--- config.mk ---
export PLATFORM = sky130hd
export DESIGN_NAME = waypoint_sequencer_unit
export DESIGN_NICKNAME = d
export VERILOG_FILES = /design/src/hdl/wps_pkg.sv /design/src/hdl/wps_qmem.sv /design/src/hdl/wps_reach.sv /design/src/hdl/waypoint_sequencer_unit.sv
export SDC_FILE = /design/constraint.sdc
export NUM_CORES = 2
export LEC_CHECK = 0
export ABC_AREA = 1
export BUFFER_PORTS_ARGS = -buffer_cell sky130_fd_sc_hd__buf_2
export CAP_MARGIN = 10
export CORE_MARGIN = 10
export CORE_UTILIZATION = 60
export CTS_CLUSTER_DIAMETER = 80
export DETAILED_ROUTE_END_ITERATION = 6
export GPL_ROUTABILITY_DRIVEN = 0
export PLACE_DENSITY = 0.85
export SLEW_MARGIN = 5
export SYNTH_ARGS = -nofsm -noshare
export SYNTH_HDL_FRONTEND = slang
export SYNTH_SLANG_ARGS = --single-unit
export TNS_END_PERCENT = 10
--- constraint.sdc ---
create_clock -name clk_i -period 17.6 [get_ports clk_i]
set_input_delay 3.52 -clock clk_i [delete_from_list [all_inputs] [get_ports clk_i]]
set_output_delay 3.52 -clock clk_i [all_outputs]
set_load 0.02 [all_outputs]
--- src/hdl/wps_pkg.sv ---
// ----------------------------------------------------------------------------
// wps_pkg
// Shared types and constants of the waypoint sequencer: coordinate types,
// the queue entry layout, the reach-unit result and register defaults.
// ----------------------------------------------------------------------------
package wps_pkg;

  // queue depth default and field widths
  localparam int unsigned QueueDepthDef = 16;
  localparam int unsigned CoordW        = 24;
  localparam int unsigned ThrW          = 16;

  // reach threshold after reset: 0.3 m in millimetres
  localparam logic [ThrW-1:0] ThrReset = 16'd300;

  typedef logic signed [CoordW-1:0] coord_t;
  typedef coord_t [2:0] vec3_t;

  // one queued waypoint
  typedef struct packed {
    coord_t x;
    coord_t y;
    coord_t z;
    logic   land;
  } wp_t;

  // reach unit status back to the sequencer
  typedef struct packed {
    logic done;
    logic reached;
  } reach_res_t;

endpackage

--- src/hdl/wps_qmem.sv ---
// ----------------------------------------------------------------------------
// wps_qmem
// Waypoint queue storage: one write port, one read port, registered read
// data.
// ----------------------------------------------------------------------------
module wps_qmem #(
  parameter int unsigned DEPTH = wps_pkg::QueueDepthDef
) (
  input  logic                     clk_i,
  input  logic                     we_i,
  input  logic [$clog2(DEPTH)-1:0] waddr_i,
  input  wps_pkg::wp_t             wdata_i,
  input  logic                     re_i,
  input  logic [$clog2(DEPTH)-1:0] raddr_i,
  output wps_pkg::wp_t             rdata_o
);

  wps_pkg::wp_t mem_q [DEPTH];
  wps_pkg::wp_t rdata_q;

  // write port
  always_ff @(posedge clk_i) begin
    if (we_i) begin
      mem_q[waddr_i] <= wdata_i;
    end
  end

  // registered read port
  always_ff @(posedge clk_i) begin
    if (re_i) begin
      rdata_q <= mem_q[raddr_i];
    end
  end

  assign rdata_o = rdata_q;

endmodule

--- src/hdl/wps_reach.sv ---
// ----------------------------------------------------------------------------
// wps_reach
// Reach test: squared distance between position and goal against the
// squared threshold, one axis per cycle through a shared multiplier.
// ----------------------------------------------------------------------------
module wps_reach (
  input  logic                        clk_i,
  input  logic                        rst_ni,
  input  logic                        start_i,
  input  wps_pkg::vec3_t              pos_i,
  input  wps_pkg::vec3_t              goal_i,
  input  logic [wps_pkg::ThrW-1:0]    thr_i,
  output wps_pkg::reach_res_t         res_o
);

  localparam int unsigned MagW  = wps_pkg::CoordW;
  localparam int unsigned ProdW = 2 * MagW;
  localparam int unsigned AccW  = ProdW + 2;
  localparam int unsigned T2W   = 2 * wps_pkg::ThrW;
  localparam logic [2:0]  StepLast = 3'd5;

  logic                  run_q;
  logic [2:0]            step_q;
  logic [MagW-1:0]       absd_q;
  logic [ProdW-1:0]      prod_q;
  logic [AccW-1:0]       acc_q;
  logic [T2W-1:0]        t2_q;
  logic signed [MagW:0]  diff;
  logic [MagW:0]         mag;

  // absolute difference of the current axis
  always_comb begin
    diff = {pos_i[step_q[1:0]][MagW-1], pos_i[step_q[1:0]]}
         - {goal_i[step_q[1:0]][MagW-1], goal_i[step_q[1:0]]};
    mag  = diff[MagW] ? (~diff + 1'b1) : diff;
  end

  // step sequencing
  always_ff @(posedge clk_i or negedge rst_ni) begin
    if (!rst_ni) begin
      run_q  <= 1'b0;
      step_q <= '0;
    end else if (start_i) begin
      run_q  <= 1'b1;
      step_q <= '0;
    end else if (run_q) begin
      if (step_q == StepLast) begin
        run_q <= 1'b0;
      end
      step_q <= step_q + 3'd1;
    end
  end

  // subtract, square and accumulate, one stage behind the other
  always_ff @(posedge clk_i) begin
    if (start_i) begin
      acc_q <= '0;
    end else if (run_q) begin
      if (step_q < 3'd3) begin
        absd_q <= mag[MagW-1:0];
      end
      if (step_q >= 3'd1 && step_q <= 3'd3) begin
        prod_q <= ProdW'(absd_q) * ProdW'(absd_q);
      end
      if (step_q >= 3'd2 && step_q <= 3'd4) begin
        acc_q <= acc_q + {2'b00, prod_q};
      end
      if (step_q == 3'd0) begin
        t2_q <= T2W'(thr_i) * T2W'(thr_i);
      end
    end
  end

  assign res_o.done    = run_q && (step_q == StepLast);
  assign res_o.reached = acc_q < {{(AccW - T2W){1'b0}}, t2_q};

endmodule

--- src/hdl/waypoint_sequencer_unit.sv ---
// ----------------------------------------------------------------------------
// waypoint_sequencer_unit
// Queues path waypoints in a memory and steers the vehicle through them on
// position ticks, issuing setpoints, landing and completion events.
// ----------------------------------------------------------------------------
// A waypoint item takes the push step, plus a queue read and goal load when it
// commits a path; a standby tick goes straight to the result; a following tick runs
// the reach test, plus the read and goal load when the reached goal is replaced.
// The reach test runs one axis a cycle through one multiplier; the queue memory
// has a single read port with registered read data. One item at a time: busy_o
// stays high through the result strobe. Results cannot be stalled by the receiver.
// Reset clears mode, queue pointers, goal and sets the threshold to 300 mm.
module waypoint_sequencer_unit #(
  parameter int unsigned QUEUE_DEPTH = wps_pkg::QueueDepthDef
) (
  input  logic                              clk_i,
  input  logic                              rst_ni,
  // configuration
  input  logic                              cfg_we_i,
  input  logic [wps_pkg::ThrW-1:0]          cfg_data_i,
  // item in
  input  logic                              start_i,
  output logic                              busy_o,
  input  logic                              operation_i,
  input  logic signed [wps_pkg::CoordW-1:0] wp_x_i,
  input  logic signed [wps_pkg::CoordW-1:0] wp_y_i,
  input  logic signed [wps_pkg::CoordW-1:0] wp_z_i,
  input  logic                              wp_land_i,
  input  logic                              first_of_path_i,
  input  logic                              last_of_path_i,
  input  logic signed [wps_pkg::CoordW-1:0] pos_x_i,
  input  logic signed [wps_pkg::CoordW-1:0] pos_y_i,
  input  logic signed [wps_pkg::CoordW-1:0] pos_z_i,
  // result out
  output logic                              result_valid_o,
  output logic                              setpoint_valid_o,
  output logic signed [wps_pkg::CoordW-1:0] setpoint_x_o,
  output logic signed [wps_pkg::CoordW-1:0] setpoint_y_o,
  output logic signed [wps_pkg::CoordW-1:0] setpoint_z_o,
  output logic                              land_request_o,
  output logic                              path_complete_o,
  output logic                              path_accepted_o,
  output logic                              queue_overflow_o,
  output logic                              following_o,
  output logic [$clog2(QUEUE_DEPTH+1)-1:0]  queued_count_o
);

  localparam int unsigned AddrW = $clog2(QUEUE_DEPTH);
  localparam int unsigned CntW  = $clog2(QUEUE_DEPTH + 1);
  localparam logic [CntW-1:0]  DepthC   = CntW'(QUEUE_DEPTH);
  localparam logic [CntW:0]    DepthW   = (CntW + 1)'(QUEUE_DEPTH);
  localparam logic [AddrW-1:0] LastIdx  = AddrW'(QUEUE_DEPTH - 1);

  typedef enum logic [5:0] {
    ST_IDLE  = 6'b000001,
    ST_PUSH  = 6'b000010,
    ST_READ  = 6'b000100,
    ST_LOAD  = 6'b001000,
    ST_REACH = 6'b010000,
    ST_OUT   = 6'b100000
  } state_e;

  state_e state_q, state_d;

  // captured item
  logic                 op_q;
  wps_pkg::wp_t         wp_q;
  logic                 first_q;
  logic                 last_q;
  wps_pkg::vec3_t       pos_q;

  // planner state
  logic [wps_pkg::ThrW-1:0] thr_q;
  logic [AddrW-1:0]     head_q;
  logic [CntW-1:0]      fill_q;
  wps_pkg::wp_t         goal_q;
  logic                 mode_q;

  // result flags
  logic                 sp_q;
  logic                 land_q;
  logic                 done_q;
  logic                 acc_q;
  logic                 ovf_q;

  // queue and reach unit hookup
  logic                 accept;
  logic                 reach_start;
  wps_pkg::reach_res_t  reach_res;
  wps_pkg::vec3_t       goal_vec;
  wps_pkg::wp_t         rdata;
  logic [CntW:0]        tail_sum;
  logic [CntW:0]        tail_wrap;
  logic [AddrW-1:0]     tail;
  logic                 full;
  logic                 push_ok;
  logic                 commit;
  logic                 mem_we;
  logic                 mem_re;
  logic [AddrW-1:0]     head_nxt;

  assign accept      = start_i && (state_q == ST_IDLE);
  assign reach_start = accept && operation_i && mode_q;

  // tail address: head plus fill, wrapped once
  assign tail_sum  = {{(CntW + 1 - AddrW){1'b0}}, head_q} + {1'b0, fill_q};
  assign tail_wrap = (tail_sum >= DepthW) ? (tail_sum - DepthW) : tail_sum;
  assign tail      = tail_wrap[AddrW-1:0];
  assign full      = (fill_q == DepthC);
  assign push_ok   = !first_q && !full;
  assign commit    = last_q && ((fill_q != '0) || push_ok);
  assign head_nxt  = (head_q == LastIdx) ? '0 : head_q + 1'b1;

  assign mem_we = (state_q == ST_PUSH) && push_ok;
  assign mem_re = (state_q == ST_READ);

  assign goal_vec = {goal_q.z, goal_q.y, goal_q.x};

  wps_qmem #(
    .DEPTH (QUEUE_DEPTH)
  ) u_qmem (
    .clk_i   (clk_i),
    .we_i    (mem_we),
    .waddr_i (tail),
    .wdata_i (wp_q),
    .re_i    (mem_re),
    .raddr_i (head_q),
    .rdata_o (rdata)
  );

  wps_reach u_reach (
    .clk_i   (clk_i),
    .rst_ni  (rst_ni),
    .start_i (reach_start),
    .pos_i   (pos_q),
    .goal_i  (goal_vec),
    .thr_i   (thr_q),
    .res_o   (reach_res)
  );

  // next state
  always_comb begin
    state_d = state_q;
    case (state_q)
      ST_IDLE: begin
        if (start_i) begin
          if (!operation_i) begin
            state_d = ST_PUSH;
          end else if (mode_q) begin
            state_d = ST_REACH;
          end else begin
            state_d = ST_OUT;
          end
        end
      end
      ST_PUSH: begin
        state_d = commit ? ST_READ : ST_OUT;
      end
      ST_READ: begin
        state_d = ST_LOAD;
      end
      ST_LOAD: begin
        state_d = ST_OUT;
      end
      ST_REACH: begin
        if (reach_res.done) begin
          state_d = ((fill_q != '0) && reach_res.reached) ? ST_READ : ST_OUT;
        end
      end
      ST_OUT: begin
        state_d = ST_IDLE;
      end
      default: begin
        state_d = ST_IDLE;
      end
    endcase
  end

  // control state
  always_ff @(posedge clk_i or negedge rst_ni) begin
    if (!rst_ni) begin
      state_q <= ST_IDLE;
      thr_q   <= wps_pkg::ThrReset;
      head_q  <= '0;
      fill_q  <= '0;
      goal_q  <= '0;
      mode_q  <= 1'b0;
      sp_q    <= 1'b0;
      land_q  <= 1'b0;
      done_q  <= 1'b0;
      acc_q   <= 1'b0;
      ovf_q   <= 1'b0;
    end else begin
      state_q <= state_d;
      if (cfg_we_i) begin
        thr_q <= cfg_data_i;
      end
      case (state_q)
        ST_IDLE: begin
          if (start_i) begin
            sp_q   <= 1'b0;
            land_q <= 1'b0;
            done_q <= 1'b0;
            acc_q  <= 1'b0;
            ovf_q  <= 1'b0;
          end
        end
        // queue the waypoint unless it opens a path, or flag the drop when full
        ST_PUSH: begin
          if (!first_q) begin
            if (full) begin
              ovf_q <= 1'b1;
            end else begin
              fill_q <= fill_q + 1'b1;
            end
          end
        end
        // head of queue becomes the goal
        ST_LOAD: begin
          goal_q <= rdata;
          head_q <= head_nxt;
          fill_q <= fill_q - 1'b1;
          if (!op_q) begin
            mode_q <= 1'b1;
            acc_q  <= 1'b1;
          end
        end
        // tick decision once the reach test is in
        ST_REACH: begin
          if (reach_res.done) begin
            if (fill_q != '0) begin
              sp_q <= 1'b1;
            end else if (goal_q.land) begin
              land_q <= 1'b1;
              mode_q <= 1'b0;
            end else if (reach_res.reached) begin
              done_q <= 1'b1;
              mode_q <= 1'b0;
            end else begin
              sp_q <= 1'b1;
            end
          end
        end
        default: begin
        end
      endcase
    end
  end

  // item capture
  always_ff @(posedge clk_i) begin
    if (accept) begin
      op_q     <= operation_i;
      wp_q     <= '{x: wp_x_i, y: wp_y_i, z: wp_z_i, land: wp_land_i};
      first_q  <= first_of_path_i;
      last_q   <= last_of_path_i;
      pos_q    <= {pos_z_i, pos_y_i, pos_x_i};
    end
  end

  // result ports
  assign busy_o           = (state_q != ST_IDLE);
  assign result_valid_o   = (state_q == ST_OUT);
  assign setpoint_valid_o = sp_q;
  assign setpoint_x_o     = sp_q ? goal_q.x : '0;
  assign setpoint_y_o     = sp_q ? goal_q.y : '0;
  assign setpoint_z_o     = sp_q ? goal_q.z : '0;
  assign land_request_o   = land_q;
  assign path_complete_o  = done_q;
  assign path_accepted_o  = acc_q;
  assign queue_overflow_o = ovf_q;
  assign following_o      = mode_q;
  assign queued_count_o   = fill_q;

endmodule

# Word level (Yosys, flattened, before mapping)
# Memory sizes are Yosys's and may differ from the RTL's. A register that Yosys moved wholly into a read port is not among the register bits.
# Cells that the tools add are included.
# word_totals
mem_count	1
rom_bits	0
inputBits	168
wordCells	160
output_inout_bits	85
ram_bits	1168
latch_bits	0
reg_bits	416
# classes
shifts	0
n_mux	52
n_addsub	9
eq_ne	23
multipliers	2
div	0
n_reduce_logical	33
bitwise	2
magnitude_cmp	8
# mem_list
memory	words	width	rd	rd_clocked_by_memory_dff	wr	line	text
u_qmem.mem_q	16	73	1	1	1	wps_qmem.sv:18	wps_pkg::wp_t mem_q [DEPTH];
# op_table
cell	count
$mux W24	6
$bmux W24 S2	2
$add A50 B48 Y50	1
$lt A50 B32 Y1	1
$mul A24 B24 Y48	1
$mux W6	6
$mul A16 B16 Y32	1
$pmux W6 S5	1
$sub A24 B24 Y25	1
$add A24 B1 Y24 const B	1
$mux W1	24
$not A24 Y24	1
$ne A2 B2 Y1 const B	10
$reduce_and A3 Y1	5
$reduce_and A5 Y1	3
$pmux W1 S2	6
$reduce_bool A2 Y1	6
$logic_and A1 B1 Y1	10
$mux W5	2
$pmux W5 S2	1
$ne A3 B3 Y1 const B	3
$mux W4	2
$add A4 B5 Y6	1
$eq A6 B1 Y1 const B	1
other kinds (30)	33

# Logic depth before layout (Yosys ltp)
# depth
word_depth	7
mapped_depth	29
depth_no_buf	28

# Hierarchy
# Synthesis repeated with hierarchy kept, for this count alone.
# hier_totals
cells_unflattened	10577
hier_area_um2	99261.4
# by_module_without_submodules
mod	area_each_um2	cells_per_inst	instances	seq_area_each_um2
wps_qmem	52379.0	4798	1	37265.7
wps_reach	37155.6	4963	1	4164.0
waypoint_sequencer_unit	9726.8	816	1	7203.2

# Least setup slack after synthesis
# Ideal clock, no wire load.
# synth_path
path_kind	input -> register
startpoint	in start_i
endpoint	reg acc_q, in the netlist path_accepted_o
t_required_ns	17.535
path_slack_ns	6.795
path_stages	6
arrival_time_ns	10.741
setup_time_ns	0.065
n_path_buf	0
path_cell_list	inv_1 > nor2_1 > inv_1 > a21oi_1 > o21ai_1 > inv_1
# synth_between
elab_chain_len	2
# synth_rtl
item	line	text
from (decl)	waypoint_sequencer_unit.sv:22	input logic start_i,
$ne A2 B2 Y1 (no line)	n/a	
$reduce_and A3 Y1 (no line)	n/a	
to (signal assigned)	waypoint_sequencer_unit.sv:191	acc_q <= 1'b0;
to (signal assigned)	waypoint_sequencer_unit.sv:204	acc_q <= 1'b0;
to (signal assigned)	waypoint_sequencer_unit.sv:225	acc_q <= 1'b1;
to (decl)	waypoint_sequencer_unit.sv:83	logic acc_q;
# Every way passes these cells.
# A chain may end at the register's enable or synchronous reset.

# Worst setup path after layout
# layout_path
startpoint	reg u_reach.absd_q[10]
endpoint	reg u_reach.prod_q[45], data pin
# layout_between
elab_chain_len	1
# layout_rtl
item	line	text
from (decl)	wps_reach.sv:24	logic [MagW-1:0] absd_q;
from (signal assigned)	wps_reach.sv:60	absd_q <= mag[MagW-1:0];
$mul A24 B24 Y48	wps_reach.sv:63	prod_q <= ProdW'(absd_q) * ProdW'(absd_q);
to (signal assigned)	wps_reach.sv:63	
to (decl)	wps_reach.sv:25	logic [ProdW-1:0] prod_q;
# Every way passes these cells.

==> impl_metrics.yaml <==
final_layout:
  fill_cells: 10685
  final_area_sq_um: 102000
  area_growth_pct: 9.34
  multiInputGateArea_sq_um: 37900
  drive_gt1_share_pct: 7.19
  register_area_sq_um: 48700
  nNetsFinal: 10247
  fin_util_pct: 66.1
yosys:
  synthTopCellsByArea: "edfxtp_1 48%, fa_1 13%, nand2_1 7.5%, inv_1 5.9%, ha_1 5.2%"
  synth_edf_count: 1491
  yosys-top-cells-count: "1858 x nand2_1, 1491 x edfxtp_1, 1460 x inv_1"
  synth_fp_nets: 10100
  yosysTopAreaCellShare_pct: 48.0
  synthArstFlopShare_pct: 6.89
  ys_warn_count: 0
  synth_seq_cells: 1655
  ys_seq_area_share_pct: 52.1
  synth.avg_cell_area_sq_um: 10.4
  post-synth-top-count-cell: "nand2_1"
  ys_types: 55
  syn_inst: 8957
  synth_top_flop_cell: "edfxtp_1"
  yosys.area.top_type: "edfxtp_1"
  synth_area_sq_um: 93300
route:
  drc: 17
  wl_per_cell_um: 23.4
  vias: 68928
  viasPerCell: 6.10
  drt_iter0_drc: 9801
  drt_pre_antenna_iters: 7
  drt-total-wl_um: 265000
  antenna_left: 0
clock_tree:
  cts-htree-levels: 4
  cts_resized: 0
  cts_inserted_buffers: 165
  insertion_delay_ns: 0.84
  hold_buffers: 0
  cts_sinks: 1655
  cts_tree: "yes"
  clkSlewWorstSetupHoldPaths_ns: 0.06
  clock_path_buffers: 3
  post-cts-setup-buffers: 0
  root_buffer: "clkbuf_16"
power:
  switching_share_pct: 41.0
  pwr-share-seq_pct: 33.4
  p_switching_w: 0.00637
  power.total_w: 0.0155
  p_clk_share_pct: 22.1
  p_int_w: 0.00917
  p_leak_nw: 44.7
  powerDensity_nw_per_um2: 152
  irDropWorstVdd_v: 0.000252
  combPwrFrac_pct: 44.5
worst_setup_path:
  critPathKind: "reg -> reg"
  worstPathMaxFanout: 24
  crit_path_end_kind: "flop"
  arrival_ns: 8.02
  start_kind: "flop"
  required_ns: 18.10
flow_run:
  max_cap_viol_count: 0
grt:
  grt.total_usage_pct: 30.1
  grt_pass1_wl_um: 401000
  grt_max_degree: 226
  grt_pass1_vias: 70352
  grt_overflow: 0
  antenna_found_initial: 15
outcome:
  violations: "DRC"
  status: "complete, but fails checks"
place:
  io_buffers: 252
  dpl.hpwl_um: 168000
  placed_area_sq_um: 96700
timing:
  fin_crit_sh_pct: 42.8
  tightest_slew_ns: 1.34
  max-slew-margin-rel_pct: 10.4
  post-route-min-period_ns: 7.52
  clock_skew_ns: 0.0929
  finalSetupTns_ns: 0
  finalMaxSlewViolations: 0
  hold_viol: 0
  timing.fmax_ghz: 0.133
  setup-violations-final: 0
  rsz0062_at_grt: "false"
  holdWs_ns: 0.410
die:
  die-area_sq_um: 172000
  initial_core_util_pct: 60.4
  ios: 253
  num_rows: 144
  coreArea_sq_um: 154000
  die_x_um: 414
  die_h_um: 414
min_path:
  hp-class: "reg -> reg"
## cell usage in the layout, fill, tap and decap left out, types with 85 or more instances in the layout
cell type  Yosys  routed
nand2_1     1858    1857
xor2_1        85      85
nand3_1      266     266
nand4_1      104     104
edfxtp_1    1491    1491
a221oi_1      90      90
buf_4          3      91
clkbuf_16      0     166
fa_1         590     590
o21ai_0      537     537
ha_1         385     385
nor2_1       663     642
buf_2         26     252
inv_1       1460    1459
a21oi_1      431     431
o22ai_1       90      90
dfrtp_1      109     102
## kinds of logic (layout without fill, tap and decap cells)
| logic type | Yosys count | in the layout | share of synthesized area [%] |
|---|---|---|---|
| adder cells (fa/ha/maj) | 975 | 975 | 17.8 |
| flip-flops | 1655 | 1655 | 52.1 |
| multiplexers | 4 | 4 | 0.0483 |
| AO/OA/AOI/OAI | 1371 | 1371 | 8.48 |
| AND/OR/NAND/NOR | 2983 | 2983 | 12.9 |
| buffers and inverters | 1840 | 2126 | 7.45 |
| XOR/XNOR | 129 | 129 | 1.22 |
| other | 0 | 6 | 0 |
## power groups by stage
| stage | Clock [W] | Sequential [W] | Combinational (W) |
|---|---|---|---|
| 2_1_floorplan | 0 | 0.00515 | 0.00493 |
| 3_3_place_gp | 0 | 0.00523 | 0.00648 |
| 3_5_place_dp | 0 | 0.00525 | 0.00671 |
| 4_1_cts | 0.00345 | 0.00517 | 0.00678 |
| 5_1_grt | 0.00361 | 0.00521 | 0.00770 |
| 6_report | 0.00343 | 0.00519 | 0.00692 |
## per-layer routing
layer / vias to the layer above / GRT usage, % / share of wire (%)
li1: 29941 / - / -
met1: 32928 / 34.8 / 33
met5: - / 0 / 0.040
met3: 1216 / 7.61 / 12
met4: 16 / 23.4 / 9.0
met2: 4827 / 48.1 / 47
## worst max-delay path: stages (launching register included)
cell and delay (ns):
edfxtp_1 1.18, nand2_1 0.25, fa_1 0.56, fa_1 0.55, inv_1 0.05, fa_1 0.49, fa_1 0.59, fa_1 0.48
fa_1 0.51, inv_1 0.07, fa_1 0.48, inv_1 0.04, ha_1 0.35, nand2_1 0.12, nor2_1 0.22, inv_1 0.09
nor4_1 0.54, nand3_1 0.16, nand3_1 0.20, a21oi_1 0.10, xor2_1 0.15
## through the flow
stage	std cells	worst slack, ns
after floorplan	8957	6.79
after global placement	10977	10.48
after detailed placement	10977	10.29
after CTS	11283	10.28
after global routing	11288	9.86
final	11293	10.08
## final timing paths
kind                                         startpoint                           end  slack (ns)  cells past startpoint
max                        u_reach.absd_q[10]$_DFFE_PP_  u_reach.prod_q[45]$_DFFE_PP_       10.08                     20
min                        u_qmem.rdata_o[35]$_DFFE_PP_        goal_q[35]$_DFFE_PN0P_        0.41                      2
max reg2reg                u_reach.absd_q[10]$_DFFE_PP_  u_reach.prod_q[45]$_DFFE_PP_       10.08                     20
min reg2reg                u_qmem.rdata_o[35]$_DFFE_PP_        goal_q[35]$_DFFE_PN0P_        0.41                      2
max in group asynchronous                        rst_ni         head_q[3]$_DFFE_PN0P_       13.48                      2
min in group asynchronous                        rst_ni          thr_q[0]$_DFFE_PN0P_        2.65                      1
## flip-flops by register name (all words and copies together) (netlist names), 5 cells and up
| register | count |
|---|---|
| u_qmem.mem_q | 1168 |
| u_reach.prod_q | 47 |
| u_reach.t2_q | 31 |
| wp_q | 73 |
| u_qmem.rdata_o | 73 |
| u_reach.acc_q | 50 |
| queued_count_o | 5 |
| goal_q | 73 |
| u_reach.absd_q | 24 |
| pos_q | 72 |
| thr_q | 16 |
| state_q | 6 |
## area by class of cell
type	instances	share of cell area (%)
repair buffers	349	2.02
multi-input cells	5462	37.2
clock buffers	226	4.34
well taps	2044	2.51
diodes	6	0.0147
flip-flops and latches	1655	47.7
inverters	1471	5.43
clock inverters	80	0.845
(Power assumes the default switching activity.)
